File: config.mk
export PLATFORM = sky130hd
export DESIGN_NAME = mts_obuf
export DESIGN_NICKNAME = d
export VERILOG_FILES = /design/src/design/mts_pkg.sv /design/src/design/mts_obuf.sv
export SDC_FILE = /design/constraint.sdc
export NUM_CORES = 1
export LEC_CHECK = 0
export BUFFER_PORTS_ARGS = -buffer_cell sky130_fd_sc_hd__buf_2
export CAP_MARGIN = 20
export CORE_ASPECT_RATIO = 1.25
export CORE_MARGIN = 2
export CORE_UTILIZATION = 45
export CTS_CLUSTER_DIAMETER = 200
export DETAILED_ROUTE_END_ITERATION = 10
export HOLD_SLACK_MARGIN = 0.05
export PLACE_DENSITY = 0.7
export SLEW_MARGIN = 25
export SYNTH_ARGS = -nofsm -noshare
export SYNTH_HDL_FRONTEND = slang
export SYNTH_SLANG_ARGS = --single-unit
File: constraint.sdc
create_clock -name clk_i -period 8 [get_ports clk_i]
set_input_delay 1.2 -clock clk_i [delete_from_list [all_inputs] [get_ports clk_i]]
set_output_delay 1.2 -clock clk_i [all_outputs]
set_load 0.1 [all_outputs]
File: src/design/mts_pkg.sv
`timescale 1ns / 1ps
// ----------------------------------------------------------------------------
// mts_pkg
// Shared types and constants of the min tracking stack unit.
// ----------------------------------------------------------------------------
package mts_pkg;

  localparam int STACK_DEPTH = 64;
  localparam int VALUE_WIDTH = 32;

  localparam int CNT_W  = $clog2(STACK_DEPTH + 1);
  localparam int ADDR_W = $clog2(STACK_DEPTH);

  // fixed port widths
  localparam int OP_W      = 2;
  localparam int IN_W      = 32;
  localparam int OUT_W     = 32;
  localparam int COUNT_W   = 7;
  localparam int STATUS_W  = 2;

  typedef enum logic [OP_W-1:0] {
    OP_PUSH = 2'd0,
    OP_POP  = 2'd1,
    OP_PEEK = 2'd2
  } opcode_e;

  typedef enum logic [STATUS_W-1:0] {
    STAT_DONE  = 2'd0,
    STAT_FULL  = 2'd1,
    STAT_EMPTY = 2'd2
  } status_e;

  typedef enum logic {
    S_IDLE = 1'b0,
    S_RD   = 1'b1
  } core_state_e;

  typedef struct packed {
    logic [OUT_W-1:0]   top_value;
    logic [OUT_W-1:0]   min_value;
    logic [COUNT_W-1:0] entry_count;
    status_e            status;
  } result_t;

endpackage

File: src/design/mts_obuf.sv
`timescale 1ns / 1ps
// ----------------------------------------------------------------------------
// mts_obuf
// Two entry result buffer between the stack engine and the output channel.
// ----------------------------------------------------------------------------
module mts_obuf (
  input  logic             clk_i,
  input  logic             rst_ni,
  input  logic             wr_i,
  input  mts_pkg::result_t wdata_i,
  output logic             room_o,
  output logic             out_valid_o,
  input  logic             out_stall_i,
  output mts_pkg::result_t rdata_o
);
  import mts_pkg::*;

  result_t    buf_q [2];
  logic       wr_ptr_q, rd_ptr_q;
  logic [1:0] fill_q, fill_d;
  logic       rd;

  assign out_valid_o = (fill_q != 2'd0);
  assign room_o      = (fill_q != 2'd2);
  assign rd          = out_valid_o && !out_stall_i;
  assign rdata_o     = buf_q[rd_ptr_q];

  always_comb begin
    fill_d = fill_q;
    if (wr_i && !rd) begin
      fill_d = fill_q + 2'd1;
    end else if (rd && !wr_i) begin
      fill_d = fill_q - 2'd1;
    end
  end

  always_ff @(posedge clk_i or negedge rst_ni) begin
    if (!rst_ni) begin
      wr_ptr_q <= 1'b0;
      rd_ptr_q <= 1'b0;
      fill_q   <= 2'd0;
    end else begin
      fill_q <= fill_d;
      if (wr_i) begin
        wr_ptr_q <= ~wr_ptr_q;
      end
      if (rd) begin
        rd_ptr_q <= ~rd_ptr_q;
      end
    end
  end

  always_ff @(posedge clk_i) begin
    if (wr_i) begin
      buf_q[wr_ptr_q] <= wdata_i;
    end
  end

endmodule

After elaboration in Yosys (flattened, before gate mapping)
Memories as Yosys holds them, arrays and structs flattened. Cells that the tools add are included.

Memory bits (writable): 146. Register bits: 4. Input bits: 77. Output and inout bits: 75. Word-level logic and storage cells: 21. Memories: 1. ROM bits: 0. Bits in latches: 0.

Memory list: buf_q (depth 2, width 73, read ports 1, clocked after memory_dff 0, wr ports 1, RTL line mts_obuf.sv:18) `result_t buf_q [2];`.

Bitwise operators: 2. Reductions and logical operators: 8. Multiplexer cells: 4. Multiply operators: 0. Shift operators: 0. Magnitude comparators: 0. Add/subtract/negate cells: 2. Equal/unequal tests: 1. Divide/modulo/power cells: 0.

Operators with widths (number): 2-to-1 mux 2 bit (2); nonzero test 2 bit (2); logical AND 1 bit (3); logical NOT 1 bit (3); adder 2 x 1 -> 2 bit, second input constant (1); 2-to-1 mux 1 bit (2); != test 2 bit, second input constant (1); NOT 1 bit (2); subtractor 2 x 1 -> 2 bit, second input constant (1).

Depth between registers and ports, before layout
Gate-level depths: netlist (run 1).

Depth after elaboration: 5. Gate-level depth with buffers: 6. Mapped depth without buffers: 6.

Least setup slack after synthesis (run 1)
OpenSTA, ideal clock, no wires.

Path kind: input port to flip-flop. Start point: in wr_i. End point: mem buf_q[0][0] (netlist name) (enable). Cell stages on the path: 1. Setup time: 0.513 ns. Slack: 3.088 ns. Arrival time: 4.399 ns. Path buffers: 0. Required time: 7.487 ns. Cell sequence: nor2b_1.

Cells in the longest elaborated chain, start to end: 2.

Ends and longest elaborated chain: from (decl) (RTL line mts_obuf.sv:9) `input logic wr_i,`; 2-to-1 mux 1 bit (RTL line mts_obuf.sv:54) `if (wr_i) begin`; 2-to-1 mux 1 bit (not written as such) (RTL line mts_obuf.sv:55) `buf_q[wr_ptr_q] <= wdata_i;`; to (decl) (RTL line mts_obuf.sv:18).

Every way passes these cells.

==> impl_metrics.toml, run 1 <==
[layout]
drive_above_1_share_pct = 61.7
syn2layout_area_growth_pct = 25.4
nNetsFinal = 486
fillers = 1019
antennaDiodeCount = 0
multi_input_area_sq_mm = 0.00115
ff_latch_area_sq_mm = 0.00449

[yosys]
syn_nets = 321
synth_top_area_share_pct = 76.8
synth_top_area_cell = "edfxtp_1"
synth_flop_cell = "edfxtp_1"
synth.distinct_cells = 15
async_flop_share_pct = 2.67
synth_area_leaders = "edfxtp_1 77%, mux2_4 16%, mux2_2 2.6%"
yosys_register_bits = 150
synth_common_cells = "146 x edfxtp_1, 60 x mux2_4, 13 x mux2_2"
synth_edf_count = 146
syn_avg_cell_area_sq_um = 23.5
syn-cell-area_sq_mm = 0.00571
synthCells = 243
synth_most_common_cell = "edfxtp_1"
yosysWarningCount = 0
synth-seq-area-share_pct = 78.5

[timing]
drv_slew = 0
tightest_slew_ns = 0.759
rsz0062_at_grt = "no"
tns_ns = 0
hold-worst-slack_ns = 0.491
fin_crit_ns = 3.90
max_freq_mhz = 257
slew_headroom_pct = 49.3
hold_viol = 0
worst_clock_skew_ns = 0.00645
min_period_over_period_pct = 48.7
finalSetupViolCount = 0

[setup_path]
end_kind = "output pin"
worstReg2RegEnd = "buf_q[0][37]"
reg2reg_depth = 2
r2r_slack_ns = 5.89
critPathCapture = "rdata_o[35]"
criticalPathCategory = "flop to output pin"
critPathRequiredTime_ns = 6.80
critPathMaxFanout = 42
cp_data_arrival_time_ns = 2.70
cp-start-kind = "flop"
crit_start = "rd_ptr_q"
r2r_start = "wr_ptr_q"

[job]
maxCapViolCount = 0

[cts]
clock-sinks = 150
cts_buffers = 17
cts_tree = "yes"
path_clk_slew_ns = 0.06
postCtsHoldBufs = 0
htreeDepth = 4
cts_setup_buffers = 0
clk-insertion-delay-late_ns = 0.41
post_cts_resized = 0
cts_buffer_depth = 2
root_buffer = "clkbuf_16"

[route]
viasPerCell = 4.73
drc = 0
wl_mm = 9.83
routedWlPerCell_microns = 16.8
drtIter0Drc = 118
ant_nets = 0
vias = 2770
first_pass_iters = 4

[place]
routabilityCongestion = 0.700
dpl.hpwl_mm = 6.31
port_buffers = 151

[floorplanning]
ios = 152
core_sq_mm = 0.0125
initial_core_util_pct = 45.5
rows = 46
dieArea_sq_mm = 0.0136
dieWidth_microns = 105
fp.dieH_microns = 130

[grt]
grt_max_degree = 74
grt_pass1_vias = 2874
grt_usage_pct = 14.4
grt_antenna_before_repair = 2
grt_pass1_wl_mm = 14.5
grt_overflow = 0

[outcome]
status = "finished, final reports clean"

[worst_hold_path]
hold_class = "flop to flop"
## worst max-delay path, stage by stage, from the launching register on
cell     delay [ns]
dfrtp_4        0.81
buf_4          0.71
mux2_4         0.29
buf_2          0.42
## worst min-delay path by stage
stage	startpoint	to	slack, ns	cells after the start
floorplan	wr_ptr_q	wr_ptr_q	0.45	1
global placement	fill_q[1]	fill_q[1]	0.47	1
detailed placement	fill_q[1]	fill_q[1]	0.48	1
CTS	fill_q[1]	fill_q[1]	0.49	1
global route	fill_q[1]	fill_q[1]	0.53	1
finish	fill_q[1]	fill_q[1]	0.49	1
## cell type report
type	count	share of cell area [%]
clock buffer	18	6.00
clock inverter	11	1.22
multi-input combinational	85	16.1
sequential	150	62.7
tap	168	2.94
timing repair buffer	154	11.0
## placed cells by master, fill, tap and decap left out
cell        instances
and2_4              1
buf_12              1
buf_2             151
buf_4               2
bufinv_16           1
clkbuf_1            1
clkbuf_16          17
clkinv_1            2
clkinv_2            5
clkinv_4            1
clkinvlp_4          1
dfrtp_1             3
dfrtp_4             1
edfxtp_1          146
ha_1                1
inv_6               1
mux2_2             13
mux2_4             60
nand2b_1            1
nand2b_2            1
nor2_1              1
nor2b_4             1
or2_2               1
xnor2_1             2
xor2_1              3
## sequential cells by signal, indices dropped and copies added, names as in the netlist
name      count
buf_q       146
rd_ptr_q      1
fill_q        2
wr_ptr_q      1
## stage by stage
stage / cell area, sq um / utilization [%] / instances / setup slack [ns]
after floorplan: 5710 / - / 243 / 3.09
after global placement: 6620 / 52.8 / 556 / 4.55
after detailed placement: 6620 / 52.8 / 556 / 4.51
after CTS: 7140 / 56.9 / 585 / 4.06
after global routing: 7160 / 57.0 / 586 / 3.98
final: 7160 / 57.0 / 586 / 4.10
## metal layers
layer	vias to the layer above	global-route usage (%)	part of all wire [%]
met4	4	6.67	1.7
li1	1289	-	-
met1	1365	15.6	38
met3	17	5.89	7.0
met5	-	0	0.22
met2	95	24.8	53
## cells by family (layout without fill, tap and decap cells)
kind of cell  count (synthesis)  after routing  synth area share [%]
simple gates                  6              6                 0.658
mux                          73             73                  18.3
buf+inv                       8            183                  1.47
xor+xnor                      5              5                 0.767
fa+ha+maj                     1              1                 0.219
flops                       150            150                  78.5
Power of run 1 is not shown: default switching activity piles up to over one toggle a cycle in this logic, so the estimate is an artifact.
==> run 2: changes to the inputs <==
ABC_AREA = 1   (was default)
PLACE_DENSITY = 0.73   (was 0.7)
clock period = 3.15 ns   (was 8 ns; I/O delays follow)
==> impl_metrics.toml, run 2 <==
[outcome]
status = "finished, final reports clean"

[yosys]
synth_area_leaders = "edfxtp_1 79%, nand2_1 16%, dfrtp_1 1.8%"
synth_edf_count = 146
yosysWarningCount = 0
async_flop_share_pct = 2.67
synth.distinct_cells = 14
synth_top_area_cell = "edfxtp_1"
synth_common_cells = "229 x nand2_1, 146 x edfxtp_1, 8 x buf_2"
synth_top_area_share_pct = 79.3
synthCells = 410
syn_nets = 488
syn_avg_cell_area_sq_um = 13.5
synth-seq-area-share_pct = 81.1
synth_flop_cell = "edfxtp_1"
syn-cell-area_sq_mm = 0.00553
yosys_register_bits = 150
synth_most_common_cell = "nand2_1"

[floorplanning]
dieArea_sq_mm = 0.0132
fp.dieH_microns = 128
dieWidth_microns = 103
ios = 152
initial_core_util_pct = 45.9
core_sq_mm = 0.0120
rows = 45

[timing]
fin_crit_ns = 2.59
worst_clock_skew_ns = 0.00686
tns_ns = 0
min_period_over_period_pct = 82.2
rsz0062_at_grt = "no"
finalSetupViolCount = 0
hold_viol = 0
slew_headroom_pct = 47.6
max_freq_mhz = 386
tightest_slew_ns = 0.786
drv_slew = 0

[layout]
regMostFlops = "buf_q"
multi_input_area_sq_um = 917
final_common_cell = "nand2_1"
drive_above_1_share_pct = 32.5
ff_latch_area_sq_mm = 0.00449
syn2layout_area_growth_pct = 27.3
largest_reg_flops = 146
fillers = 1014
reg_top3 = "buf_q x146, fill_q x2"
layout_common_cells = "229 x nand2_1, 151 x buf_2, 146 x edfxtp_1"
nNetsFinal = 650

[setup_path]
criticalPathCategory = "flop to output pin"
end_kind = "output pin"
cp-start-kind = "flop"
critPathRequiredTime_ns = 2.68
cp_data_arrival_time_ns = 2.12
r2r_slack_ns = 1.41
r2r_start = "wr_ptr_q"
worstReg2RegEnd = "buf_q[1][69]"
reg2reg_depth = 3
crit_start = "rd_ptr_q"
critPathMaxFanout = 32

[grt]
grt_antenna_before_repair = 2
grt_usage_pct = 16.4
grt_pass1_vias = 3534
grt_pass1_wl_mm = 16.1
grt_max_degree = 75
grt_overflow = 0

[route]
drc = 0
routedWlPerCell_microns = 14.0
viasPerCell = 4.60
vias = 3452
first_pass_iters = 4
ant_nets = 0
drtIter0Drc = 155
wl_mm = 10.5

[cts]
cts_tree = "yes"
clock-sinks = 150
path_clk_slew_ns = 0.06
cts_buffer_depth = 2
cts_buffers = 17
root_buffer = "clkbuf_16"
clk-insertion-delay-late_ns = 0.41
post_cts_resized = 0
htreeDepth = 4
cts_setup_buffers = 0

[worst_hold_path]
min_path_cells = 1
hold_start = "wdata_i[41]"
hold_class = "primary input to flop"
holdPathEnd = "buf_q[0][41]"

[place]
routabilityCongestion = 0.704
dpl.hpwl_mm = 6.94
port_buffers = 151

[job]
maxCapViolCount = 0
==> run 2: cell types whose count changed after synthesis, sizes merged, moves of 2 or more <==
| cell | change |
|---|---|
| nand2 | +229 |
| mux2 | -73 |
| buf | +8 |
| inv | +8 |
| nand2b | -2 |
| nand3 | +2 |
| xor2 | -2 |
==> run 2: cell type report <==
class / count / share of cell area (%)
sequential: 150 / 63.8
multi-input combinational: 236 / 13.0
timing repair buffer: 159 / 11.8
clock buffer: 19 / 6.15
tap: 164 / 2.92
clock inverter: 13 / 1.85
inverter: 8 / 0.445
antenna: 1 / 0.0356
==> run 2: critical path: stages, from the launching register on <==
cell and delay (ns):
dfrtp_2 0.40, inv_2 0.46, buf_4 0.30, nand2_1 0.07
nand2_1 0.06, buf_2 0.42
==> run 2: how the worst max path moves through the flow <==
stage / end / slack [ns] / depth (start not counted)
finish: rdata_o[17] / 0.56 / 5
global route: rdata_o[68] / 0.40 / 5
CTS: rdata_o[17] / 0.49 / 5
detailed placement: rdata_o[17] / 0.94 / 5
global placement: rdata_o[37] / 0.97 / 5
floorplan: buf_q[0][0] / 0.34 / 2
==> run 2: per-layer routing <==
metal	track usage, %	share of wire, %	wire, microns
met5	0	0.12	13
met1	18.6	41	4320
met2	28.2	52	5450
met3	5.56	5.9	621
met4	6.89	1.3	138
==> run 2: kinds of logic after synthesis <==
| logic type | count (synthesis) | share of synthesized area, % |
|---|---|---|
| flip-flops | 150 | 81.1 |
| XOR/XNOR | 2 | 0.317 |
| AND/OR/NAND/NOR | 233 | 15.9 |
| adder cells (fa/ha/maj) | 1 | 0.226 |
| buffers and inverters | 24 | 2.42 |
==> run 2: stage by stage <==
stage / utilization [%] / std cells / hold slack (ns) / worst slack, ns / area [sq um]
final: 58.4 / 750 / 0.251 / 0.560 / 7040
after floorplan: - / 410 / 0.177 / 0.337 / 5530
after global placement: 53.6 / 716 / 0.278 / 0.968 / 6460
after CTS: 58.4 / 749 / 0.231 / 0.491 / 7030
after detailed placement: 53.6 / 716 / 0.283 / 0.941 / 6460
after global routing: 58.4 / 749 / 0.233 / 0.401 / 7030
==> run 2: what timing repair did <==
action | CTS | global route
endpoints found under the hold margin | 4 | 0
hold buffers | 1 | 0
setup endpoints to repair | 0 | 0
Power of run 2 is left out for the same reason.
