**src/design/mts_pkg.sv**
```systemverilog
`timescale 1ns / 1ps
// ----------------------------------------------------------------------------
// mts_pkg
// Shared types and constants of the min tracking stack unit.
// ----------------------------------------------------------------------------
package mts_pkg;

  localparam int STACK_DEPTH = 64;
  localparam int VALUE_WIDTH = 32;

  localparam int CNT_W  = $clog2(STACK_DEPTH + 1);
  localparam int ADDR_W = $clog2(STACK_DEPTH);

  // fixed port widths
  localparam int OP_W      = 2;
  localparam int IN_W      = 32;
  localparam int OUT_W     = 32;
  localparam int COUNT_W   = 7;
  localparam int STATUS_W  = 2;

  typedef enum logic [OP_W-1:0] {
    OP_PUSH = 2'd0,
    OP_POP  = 2'd1,
    OP_PEEK = 2'd2
  } opcode_e;

  typedef enum logic [STATUS_W-1:0] {
    STAT_DONE  = 2'd0,
    STAT_FULL  = 2'd1,
    STAT_EMPTY = 2'd2
  } status_e;

  typedef enum logic {
    S_IDLE = 1'b0,
    S_RD   = 1'b1
  } core_state_e;

  typedef struct packed {
    logic [OUT_W-1:0]   top_value;
    logic [OUT_W-1:0]   min_value;
    logic [COUNT_W-1:0] entry_count;
    status_e            status;
  } result_t;

endpackage

```
**src/design/mts_ram.sv**
```systemverilog
`timescale 1ns / 1ps
// ----------------------------------------------------------------------------
// mts_ram
// Generic single write, single read RAM with registered read data.
// ----------------------------------------------------------------------------
module mts_ram #(
  parameter int WIDTH = 32,
  parameter int DEPTH = 64
) (
  input  logic                     clk_i,
  input  logic                     we_i,
  input  logic [$clog2(DEPTH)-1:0] waddr_i,
  input  logic [WIDTH-1:0]         wdata_i,
  input  logic [$clog2(DEPTH)-1:0] raddr_i,
  output logic [WIDTH-1:0]         rdata_o
);

  logic [WIDTH-1:0] mem_q [DEPTH];
  logic [WIDTH-1:0] rdata_q;

  always_ff @(posedge clk_i) begin
    if (we_i) begin
      mem_q[waddr_i] <= wdata_i;
    end
    rdata_q <= mem_q[raddr_i];
  end

  assign rdata_o = rdata_q;

endmodule

```
**src/design/mts_core.sv**
```systemverilog
`timescale 1ns / 1ps
// ----------------------------------------------------------------------------
// mts_core
// Stack engine: counts and registered tops, value and minimum memories.
// ----------------------------------------------------------------------------
module mts_core (
  input  logic                     clk_i,
  input  logic                     rst_ni,
  input  logic                     in_valid_i,
  output logic                     in_stall_o,
  input  logic [mts_pkg::OP_W-1:0] opcode_i,
  input  logic [mts_pkg::IN_W-1:0] push_value_i,
  input  logic                     room_i,
  output logic                     res_valid_o,
  output mts_pkg::result_t         res_o
);
  import mts_pkg::*;

  core_state_e state_q, state_d;

  logic [CNT_W-1:0]       cnt_q, cnt_d;
  logic [CNT_W-1:0]       mcnt_q, mcnt_d;
  logic [VALUE_WIDTH-1:0] top_q, top_d;
  logic [VALUE_WIDTH-1:0] mtop_q, mtop_d;

  logic                   accept;
  logic [VALUE_WIDTH-1:0] val;
  logic                   full, empty, min_push;
  logic                   pop_go;
  status_e                status;

  logic                   val_we, min_we;
  logic [ADDR_W-1:0]      val_raddr, min_raddr;
  logic [VALUE_WIDTH-1:0] val_rdata, min_rdata;

  assign in_stall_o = (state_q != S_IDLE) || !room_i;
  assign accept     = in_valid_i && !in_stall_o;
  assign val        = VALUE_WIDTH'(push_value_i);
  assign full       = (cnt_q == CNT_W'(STACK_DEPTH));
  assign empty      = (cnt_q == '0);
  // duplicates of the current minimum go on the minimum stack too
  assign min_push   = ((mcnt_q == '0) || (val <= mtop_q)) &&
                      (mcnt_q != CNT_W'(STACK_DEPTH));

  // datapath and result
  always_comb begin
    cnt_d       = cnt_q;
    mcnt_d      = mcnt_q;
    top_d       = top_q;
    mtop_d      = mtop_q;
    val_we      = 1'b0;
    min_we      = 1'b0;
    pop_go      = 1'b0;
    status      = STAT_DONE;
    res_valid_o = 1'b0;
    res_o       = '0;

    if (state_q == S_RD) begin
      // new tops arrive from the memories in the cycle after the pop
      top_d             = val_rdata;
      mtop_d            = min_rdata;
      res_valid_o       = 1'b1;
      res_o.top_value   = (cnt_q != '0) ? OUT_W'(val_rdata) : '0;
      res_o.min_value   = (mcnt_q != '0) ? OUT_W'(min_rdata) : '0;
      res_o.entry_count = COUNT_W'(cnt_q);
      res_o.status      = STAT_DONE;
    end else if (accept) begin
      unique case (opcode_e'(opcode_i))
        OP_PUSH: begin
          if (full) begin
            status = STAT_FULL;
          end else begin
            val_we = 1'b1;
            cnt_d  = cnt_q + CNT_W'(1);
            top_d  = val;
            if (min_push) begin
              min_we = 1'b1;
              mcnt_d = mcnt_q + CNT_W'(1);
              mtop_d = val;
            end
          end
        end
        OP_POP: begin
          if (empty) begin
            status = STAT_EMPTY;
          end else begin
            pop_go = 1'b1;
            cnt_d  = cnt_q - CNT_W'(1);
            if ((mcnt_q != '0) && (top_q == mtop_q)) begin
              mcnt_d = mcnt_q - CNT_W'(1);
            end
          end
        end
        default: begin
          status = STAT_DONE;
        end
      endcase
      if (!pop_go) begin
        res_valid_o       = 1'b1;
        res_o.top_value   = (cnt_d != '0) ? OUT_W'(top_d) : '0;
        res_o.min_value   = (mcnt_d != '0) ? OUT_W'(mtop_d) : '0;
        res_o.entry_count = COUNT_W'(cnt_d);
        res_o.status      = status;
      end
    end
  end

  // next state
  always_comb begin
    state_d = state_q;
    unique case (state_q)
      S_IDLE: begin
        if (pop_go) begin
          state_d = S_RD;
        end
      end
      S_RD: begin
        state_d = S_IDLE;
      end
      default: begin
        state_d = S_IDLE;
      end
    endcase
  end

  always_ff @(posedge clk_i or negedge rst_ni) begin
    if (!rst_ni) begin
      state_q <= S_IDLE;
      cnt_q   <= '0;
      mcnt_q  <= '0;
    end else begin
      state_q <= state_d;
      cnt_q   <= cnt_d;
      mcnt_q  <= mcnt_d;
    end
  end

  always_ff @(posedge clk_i) begin
    top_q  <= top_d;
    mtop_q <= mtop_d;
  end

  // read the tops left after a pop: the entry below the popped value, and the minimum entry that remains
  assign val_raddr = ADDR_W'(cnt_q - CNT_W'(2));
  assign min_raddr = ADDR_W'(mcnt_d - CNT_W'(1));

  mts_ram #(
    .WIDTH(VALUE_WIDTH),
    .DEPTH(STACK_DEPTH)
  ) u_val_ram (
    .clk_i  (clk_i),
    .we_i   (val_we),
    .waddr_i(ADDR_W'(cnt_q)),
    .wdata_i(val),
    .raddr_i(val_raddr),
    .rdata_o(val_rdata)
  );

  mts_ram #(
    .WIDTH(VALUE_WIDTH),
    .DEPTH(STACK_DEPTH)
  ) u_min_ram (
    .clk_i  (clk_i),
    .we_i   (min_we),
    .waddr_i(ADDR_W'(mcnt_q)),
    .wdata_i(val),
    .raddr_i(min_raddr),
    .rdata_o(min_rdata)
  );

endmodule

```
**config.mk**
```make
export PLATFORM = sky130hd
export DESIGN_NAME = mts_core
export DESIGN_NICKNAME = d
export VERILOG_FILES = /design/src/design/mts_pkg.sv /design/src/design/mts_ram.sv /design/src/design/mts_core.sv
export SDC_FILE = /design/constraint.sdc
export NUM_CORES = 2
export LEC_CHECK = 0
export BUFFER_PORTS_ARGS = -buffer_cell sky130_fd_sc_hd__buf_2
export CORE_MARGIN = 2
export CORE_UTILIZATION = 32
export CTS_BUF_LIST = sky130_fd_sc_hd__clkbuf_16
export CTS_CLUSTER_DIAMETER = 40
export DETAILED_ROUTE_END_ITERATION = 8
export PLACE_DENSITY = 0.5
export SLEW_MARGIN = 10
export SYNTH_ARGS = -nofsm -noshare
export SYNTH_HDL_FRONTEND = slang
export SYNTH_SLANG_ARGS = --single-unit
```
**constraint.sdc**
```tcl
create_clock -name clk_i -period 5.7 [get_ports clk_i]
set_input_delay 0.855 -clock clk_i [delete_from_list [all_inputs] [get_ports clk_i]]
set_output_delay 0.855 -clock clk_i [all_outputs]
set_load 0.02 [all_outputs]
```
Word-level counts from Yosys, hierarchy flattened. Memory sizes are Yosys's and may differ from the RTL's. A register that Yosys moved wholly into a read port is not among the register bits. Cells that the tools add are included.

Bits in registers: 79. Latch bits: 0. Memory bits (writable): 4096. Memory bits (read-only): 0. Input bits: 38. Output and inout port bits: 75. Word-level logic and storage cells: 92. Memories: 2.

Memory list: u_min_ram.mem_q (words 64, bits a word 32, rd ports 1, clocked after Yosys merged registers in 1, write ports 1, RTL line mts_ram.sv:18) `logic [WIDTH-1:0] mem_q [DEPTH];`; u_val_ram.mem_q (words 64, bits a word 32, rd ports 1, clocked after Yosys merged registers in 1, write ports 1, RTL line mts_ram.sv:18).

Add/subtract/negate cells: 6. $mul: 0. Div/mod/pow operators: 0. $lt $le $gt $ge: 1. Eq/ne operators: 4. Shift-type cells: 0. Mux-type cells: 57. Bitwise operators: 1. Reduce and logical (&&, ||, !) cells: 16.

Operator list (count): 2-to-1 mux 32 bit (13); 2-to-1 mux 73 bit (3); 2-to-1 mux 7 bit (12); == test 32 bit (1); <= comparator 32 bit (1); one-hot mux 7 bit (2 select lines) (2); nonzero test 7 bit (4); 2-to-1 mux 1 bit (24); adder 7 x 1 -> 7 bit (second input constant) (2); logical NOT 7 bit (2); subtractor 7 x 1 -> 7 bit (second input constant) (2); == test 7 bit (second input constant) (1); inequality test 7 bit (second input constant) (1); subtractor 6 x 1 -> 6 bit (second input constant) (1); subtractor 6 x 2 -> 6 bit (second input constant) (1); one-hot mux 2 bit (2 select lines) (1); logical AND 1 bit (3); == test 2 x 1 -> 1 bit (second input constant) (1); logical NOT 1 bit (2); logical NOT 2 bit (1); logical OR 1 bit (2); 2-to-1 mux 2 bit (1); one-hot mux 1 bit (2 select lines) (1); AND reduction 2 bit (1); 2 further kinds (2).

Longest topological paths before layout.
Word-level depth: 13. Gate-level depth with buffers: 30. Gate-level depth less buffers: 17.

Cells and area by module. Synthesis repeated with hierarchy kept, for this count alone.

Cells, all modules: 7520. Area total of the unflattened synthesis: 164888.1 um^2.

By module, submodules not included: mts_ram (times used 2, cells an instance 3324, area each 78515.3 um^2, seq. area each 62139.6 um^2); mts_core (times used 1, cells an instance 872, area each 7857.5 um^2, seq. area each 2297.2 um^2).

Worst setup path before layout. No wires, ideal clock.

Kind: reg2reg. Start: register cnt_q[0]. End: register u_min_ram.rdata_q[31] (netlist: u_min_ram.rdata_o[31]), read port of u_min_ram.mem_q. Library setup time: 0.075 ns. Arrival: 6.146 ns. Required time: 5.625 ns. Path slack: -0.521 ns. Stages on the path, launching flop included: 31. Path buffers: 13. Period minus slack after synthesis: 6.221 ns. Path through: dfrtp_1 -> clkbuf_1 -> clkbuf_1 -> buf_1 -> inv_1 -> ha_1 -> or3b_4 -> or4_1 -> clkbuf_1 -> nand4_1 -> or4_1 -> buf_2 -> nand2b_1 -> o211ai_1 -> or2_1 -> buf_4 -> inv_2 -> buf_6 -> buf_4 -> buf_4 -> ha_1 -> clkbuf_1 -> clkbuf_1 -> clkbuf_1 -> clkbuf_1 -> mux2i_1 -> nand2_1 -> o21ai_0 -> a221oi_1 -> o21ai_0 -> o22ai_1.

Word-level cells in the longest chain between the ends: 8. Elaborated cells between the ends (all ways): 10. Those cells by class: add/sub (1); eq/ne (1); mux (7); reduce/logical (1).

Ends and longest elaborated chain: start, declared (RTL line mts_core.sv:21) `logic [CNT_W-1:0] cnt_q, cnt_d;`; start signal, assigned (RTL line mts_core.sv:133) `cnt_q <= cnt_d;`; == test 7 bit / logical NOT 7 bit (equally long branches) (RTL line mts_core.sv:39, mts_core.sv:40); 2-to-1 mux 7 bit (on tied branches) (RTL line mts_core.sv:70, mts_core.sv:84); one-hot mux 7 bit (2 select lines) * (RTL line mts_core.sv:68) `unique case (opcode_e'(opcode_i))`; 2-to-1 mux 7 bit * (RTL line mts_core.sv:67) `end else if (accept) begin`; 2-to-1 mux 7 bit * (RTL line mts_core.sv:58) `if (state_q == S_RD) begin`; 2-to-1 mux 7 bit * (RTL line mts_core.sv:67); 2-to-1 mux 7 bit * (RTL line mts_core.sv:58); subtractor 6 x 1 -> 6 bit * (RTL line mts_core.sv:145) `assign min_raddr = ADDR_W'(mcnt_d - CNT_W'(1));`; end, declared (RTL line mts_ram.sv:19) `logic [WIDTH-1:0] rdata_q;`.

Every way passes the cells marked *; elsewhere a longest branch is shown, timed or not. The select of a mux whose other input is x is not followed. A chain may end at the register's enable or synchronous reset.

==> metrics.log <==
INFO  metric finClkSkew = slightly above 0.05 ns
INFO  metric synthesis.area = 165000 µm²
INFO  metric critPathRequiredTime = 4.85 ns
INFO  metric rsz_0062_raised_after_global_routing = true
INFO  metric timing.slew.headroom = 4.57%
INFO  metric synth_top_area_cell = edfxtp_1
INFO  metric violations = antenna rules, setup timing
INFO  metric cp.arrival = just over 5 ns
INFO  metric clock_tree.htree_level_count = 6
INFO  metric cts-buffers-inserted = roughly 530
INFO  metric post_route_cells_drive_above_1_share = a little under two fifths
INFO  metric ys_types = 61
INFO  metric drt.antenna.violating_nets = 1
INFO  metric placeableCoreArea = 513000 µm²
INFO  metric r2r.worst_path.cells = 20
INFO  metric yosysSeqAreaShare = 76.8%
INFO  metric first_global_vias = 83800
INFO  metric place_worst_setup_slack = -0.433 ns
INFO  metric slew_violations = 0
INFO  metric die-height = just over 700 µm
INFO  metric max-vdd-ir-drop = slightly above 700 µV
INFO  metric cellInternalPower = approximately 64000 µW
INFO  metric cts_max_path_buffers = 4
INFO  metric area_growth_syn_to_layout = 21.5%
INFO  metric postSynthCellCount = around 7400
INFO  metric clock_insertion_delay_worst_skew = between 1 and 1.5 ns
INFO  metric number_of_port_buffers = around 110
INFO  metric die_width = 722 µm
INFO  metric synthFlopType = edfxtp_1
INFO  metric critPathLaunchType = flop
INFO  metric final_worst_setup_slack = -0.229 ns
INFO  metric synth_common_cells = 4160 x edfxtp_1, 1127 x mux4_2, 286 x mux2i_1
INFO  metric cp_launch_point = mtop_q[13]$_DFFE_PP_
INFO  metric crit_path_end = res_o[27]
INFO  metric cp_max_fo = 8
INFO  metric synth_edf_count = roughly 4200
INFO  metric setup_viol_count_final = 32
INFO  metric start_util = about a third
INFO  metric maximum_number_of_pins_on_one_net_before_global_route_repair = between 100 and 150
INFO  metric cts_num_sinks = 4239
INFO  metric synth_warnings = 0
INFO  metric report.final.hold_viol_count = 0
INFO  metric final_core_utilization = around two fifths
INFO  metric detail_route.iter0.violations = 11100
INFO  metric drt-total-wl = between 500000 and 600000 µm
INFO  metric fill_cells = roughly 45000
INFO  metric r2r_end = u_min_ram.rdata_o[4]$_DFF_P_
INFO  metric power_frac_comb = between 20% and 30%
INFO  metric ios = about 110
INFO  metric cts_tree = built
INFO  metric netSwitchingFraction = ~29%
INFO  metric p_clk_share = approximately two fifths
INFO  metric power.switching = 26200 µW
INFO  metric dieArea = between 500000 and 600000 µm²
INFO  metric syn_avg_cell_area = about 22 µm²
INFO  metric clock_tree_root_driver_cell = clkbuf_16
INFO  metric timing.final.crit_share = 104%
INFO  metric finalNetCount = between 8000 and 9000
INFO  metric detail_route.wl_per_cell = about 33 µm
INFO  metric number_of_rows_created_at_floorplan = 263
INFO  metric tightest_slew = between 1 and 1.5 ns
INFO  metric crit_type = flop to output pin
INFO  metric critPathCaptureType = output pin
INFO  metric postSynthNetCount = 7479
INFO  metric min_delay_worst_type = input port to flop
INFO  metric outcome = finished with violations
INFO  metric grt_antenna_before_repair = 54
INFO  metric fmaxAchievable = approximately 0.17 GHz
INFO  metric post-route-drc-count = 0
INFO  metric setup_tns_final = -5.78 ns
INFO  metric share_seq_of_total_power = 38.8%
INFO  metric max_cap_violations = 0
INFO  metric netlist.area_leader.share = between 70% and 80%
INFO  metric ys_top_cells_by_area = edfxtp_1 76%, mux4_2 15%, mux2i_1 1.7%, mux2_2 1.3%, dfxtp_1 0.78%
INFO  metric power.static_leakage = roughly 0.063 µW
INFO  metric power_per_cell_area = approximately 450 nW/µm²
INFO  metric grt_usage = 19.3%
INFO  metric launch_instance_of_the_worst_register_to_register_path = mtop_q[19]$_DFFE_PP_
INFO  metric finalCriticalPeriod = between 5 and 6 ns
INFO  metric asyncSetResetFlopFracSynth = less than 1%
INFO  metric gp_routability_congestion = 0.896
INFO  metric clk_transition_reported_paths = about 0.050 ns
INFO  metric route.detailed.vias_per_inst = approximately 5.3
INFO  metric most_frequently_used_cell_type_in_the_post_synthesis_netlist = edfxtp_1
INFO  metric timing.reg2reg.setup_slack = ~0.35 ns
INFO  metric drt_first_pass_iters = 5
INFO  metric total_via_count_after_detailed_routing = 83100
INFO  metric globalRouteOverflowTotal = 0
INFO  metric global_route_wire_length_before_repair = 698000 µm
INFO  metric hpwl = a little over 300000 µm
INFO  metric synth.ff_latch_count = ~4200
-- metrics by stage --
stage / total power [µW] / instance area [µm²] / cells / hold slack, ns
floorplan: 46800 / 165000 / 7398 / 0.552
global placement: 56300 / 180000 / 14500 / 0.530
detailed placement: 56400 / 180000 / 14500 / 0.543
CTS: 91200 / 200000 / 15500 / 0.136
global route: 93000 / 200000 / 15500 / 0.182
finish: 90500 / 200000 / 15600 / 0.186
-- state kept, by name (all words and copies together), names as in the netlist --
signal / count
cnt_q: 7
mcnt_q: 7
mtop_q: 32
state_q: 1
top_q: 32
u_min_ram.mem_q: 2048
u_min_ram.rdata_o: 32
u_val_ram.mem_q: 2048
u_val_ram.rdata_o: 32
-- power by group through the flow --
| stage | Sequential [µW] | Combinational (µW) | Clock (µW) |
|---|---|---|---|
| 3_5_place_dp | 35700 | 20700 | 0 |
| 2_1_floorplan | 35500 | 11300 | 0 |
| 3_3_place_gp | 35700 | 20600 | 0 |
| 6_report | 35100 | 20800 | 34500 |
| 5_1_grt | 35100 | 21500 | 36400 |
| 4_1_cts | 35100 | 21000 | 35200 |
-- routing by layer --
metal	global-route usage (%)	vias to the layer above	share of wire, %
met5	0	-	0.092
met4	5.29	24	2.9
met3	4.65	734	8.9
met2	30.1	3526	46
met1	27.0	45500	42
li1	-	33300	-
-- worst max-delay path, stage by stage (launching register included) --
cell      delay (ns)
edfxtp_1        0.38
inv_1           0.09
ha_4            0.27
nand4_1         0.21
buf_6           0.21
or4_4           0.53
and3b_2         0.24
a21o_4          0.25
or3_4           0.41
buf_6           0.13
o221ai_2        0.20
nand3_2         0.14
o31ai_4         0.30
buf_12          0.27
buf_8           0.17
o21ai_2         0.07
buf_6           0.14
-- repair_timing --
action                                  in CTS  in global routing
gates resized for setup                    219                 60
setup buffers                               36                 19
cloned                                       3                  1
endpoints found under the hold margin       15                  0
hold buffers                                 1                  0
endpoints found under the setup margin      65                 53
pin swaps                                   27                 23
-- worst min-delay path by stage --
stage,startpoint,depth (start not counted),endpoint,slack (ns)
after global placement,cnt_q[4]$_DFFE_PN0P_,2,cnt_q[4]$_DFFE_PN0P_,0.53
after CTS,push_value_i[21],2,u_min_ram.mem_q[46][21]$_DFFE_PP_,0.14
after detailed placement,cnt_q[4]$_DFFE_PN0P_,2,cnt_q[4]$_DFFE_PN0P_,0.54
final,push_value_i[21],2,u_min_ram.mem_q[46][21]$_DFFE_PP_,0.19
after global routing,push_value_i[21],2,u_min_ram.mem_q[46][21]$_DFFE_PP_,0.18
after floorplan,u_min_ram.rdata_o[31]$_DFF_P_,2,mtop_q[31]$_DFFE_PP_,0.55
-- layout make-up --
cell class / instances / area [µm²] / share of cell area, %
Antenna cell: 33 / 82.6 / 0.0412
Clock buffer: 553 / 13800 / 6.91
Clock inverter: 418 / 4370 / 2.18
Inverter: 112 / 428 / 0.214
Multi-Input combinational cell: 2642 / 38100 / 19.0
Sequential cell: 4239 / 127000 / 63.2
Tap cell: 6757 / 8450 / 4.22
Timing Repair Buffer: 825 / 8450 / 4.22
-- cell families (layout without fill, tap and decap cells) --
logic type,Yosys count,count (layout),share of synthesized area (%)
and+or+nand+nor,524,524,1.37
buffers and inverters,517,1908,1.28
adders and majority gates,43,43,0.326
AOI/OAI and AO/OA,431,431,1.58
other,0,33,0
muxes,1599,1599,18.4
xor gates and xnor gates,45,45,0.239
DFF,4239,4239,76.8
-- cell usage in the layout (no fill, tap or decap), types with 26 or more instances in the layout --
cell / n
o22ai_1: 65
buf_2: 48
mux2i_1: 278
clkbuf_16: 554
o21ai_0: 181
inv_6: 59
nor2_4: 131
clkinv_2: 70
a221oi_1: 64
mux4_2: 1127
ha_1: 30
edfxtp_1: 4160
nand3_1: 26
clkinvlp_4: 37
mux2_2: 186
buf_12: 172
diode_2: 33
buf_4: 558
nor2_1: 27
buf_6: 41
nand2_1: 237
clkinv_4: 32
clkinv_1: 71
xor2_1: 35
inv_1: 155
bufinv_16: 70
dfxtp_1: 64
(Power assumes the default switching activity.)
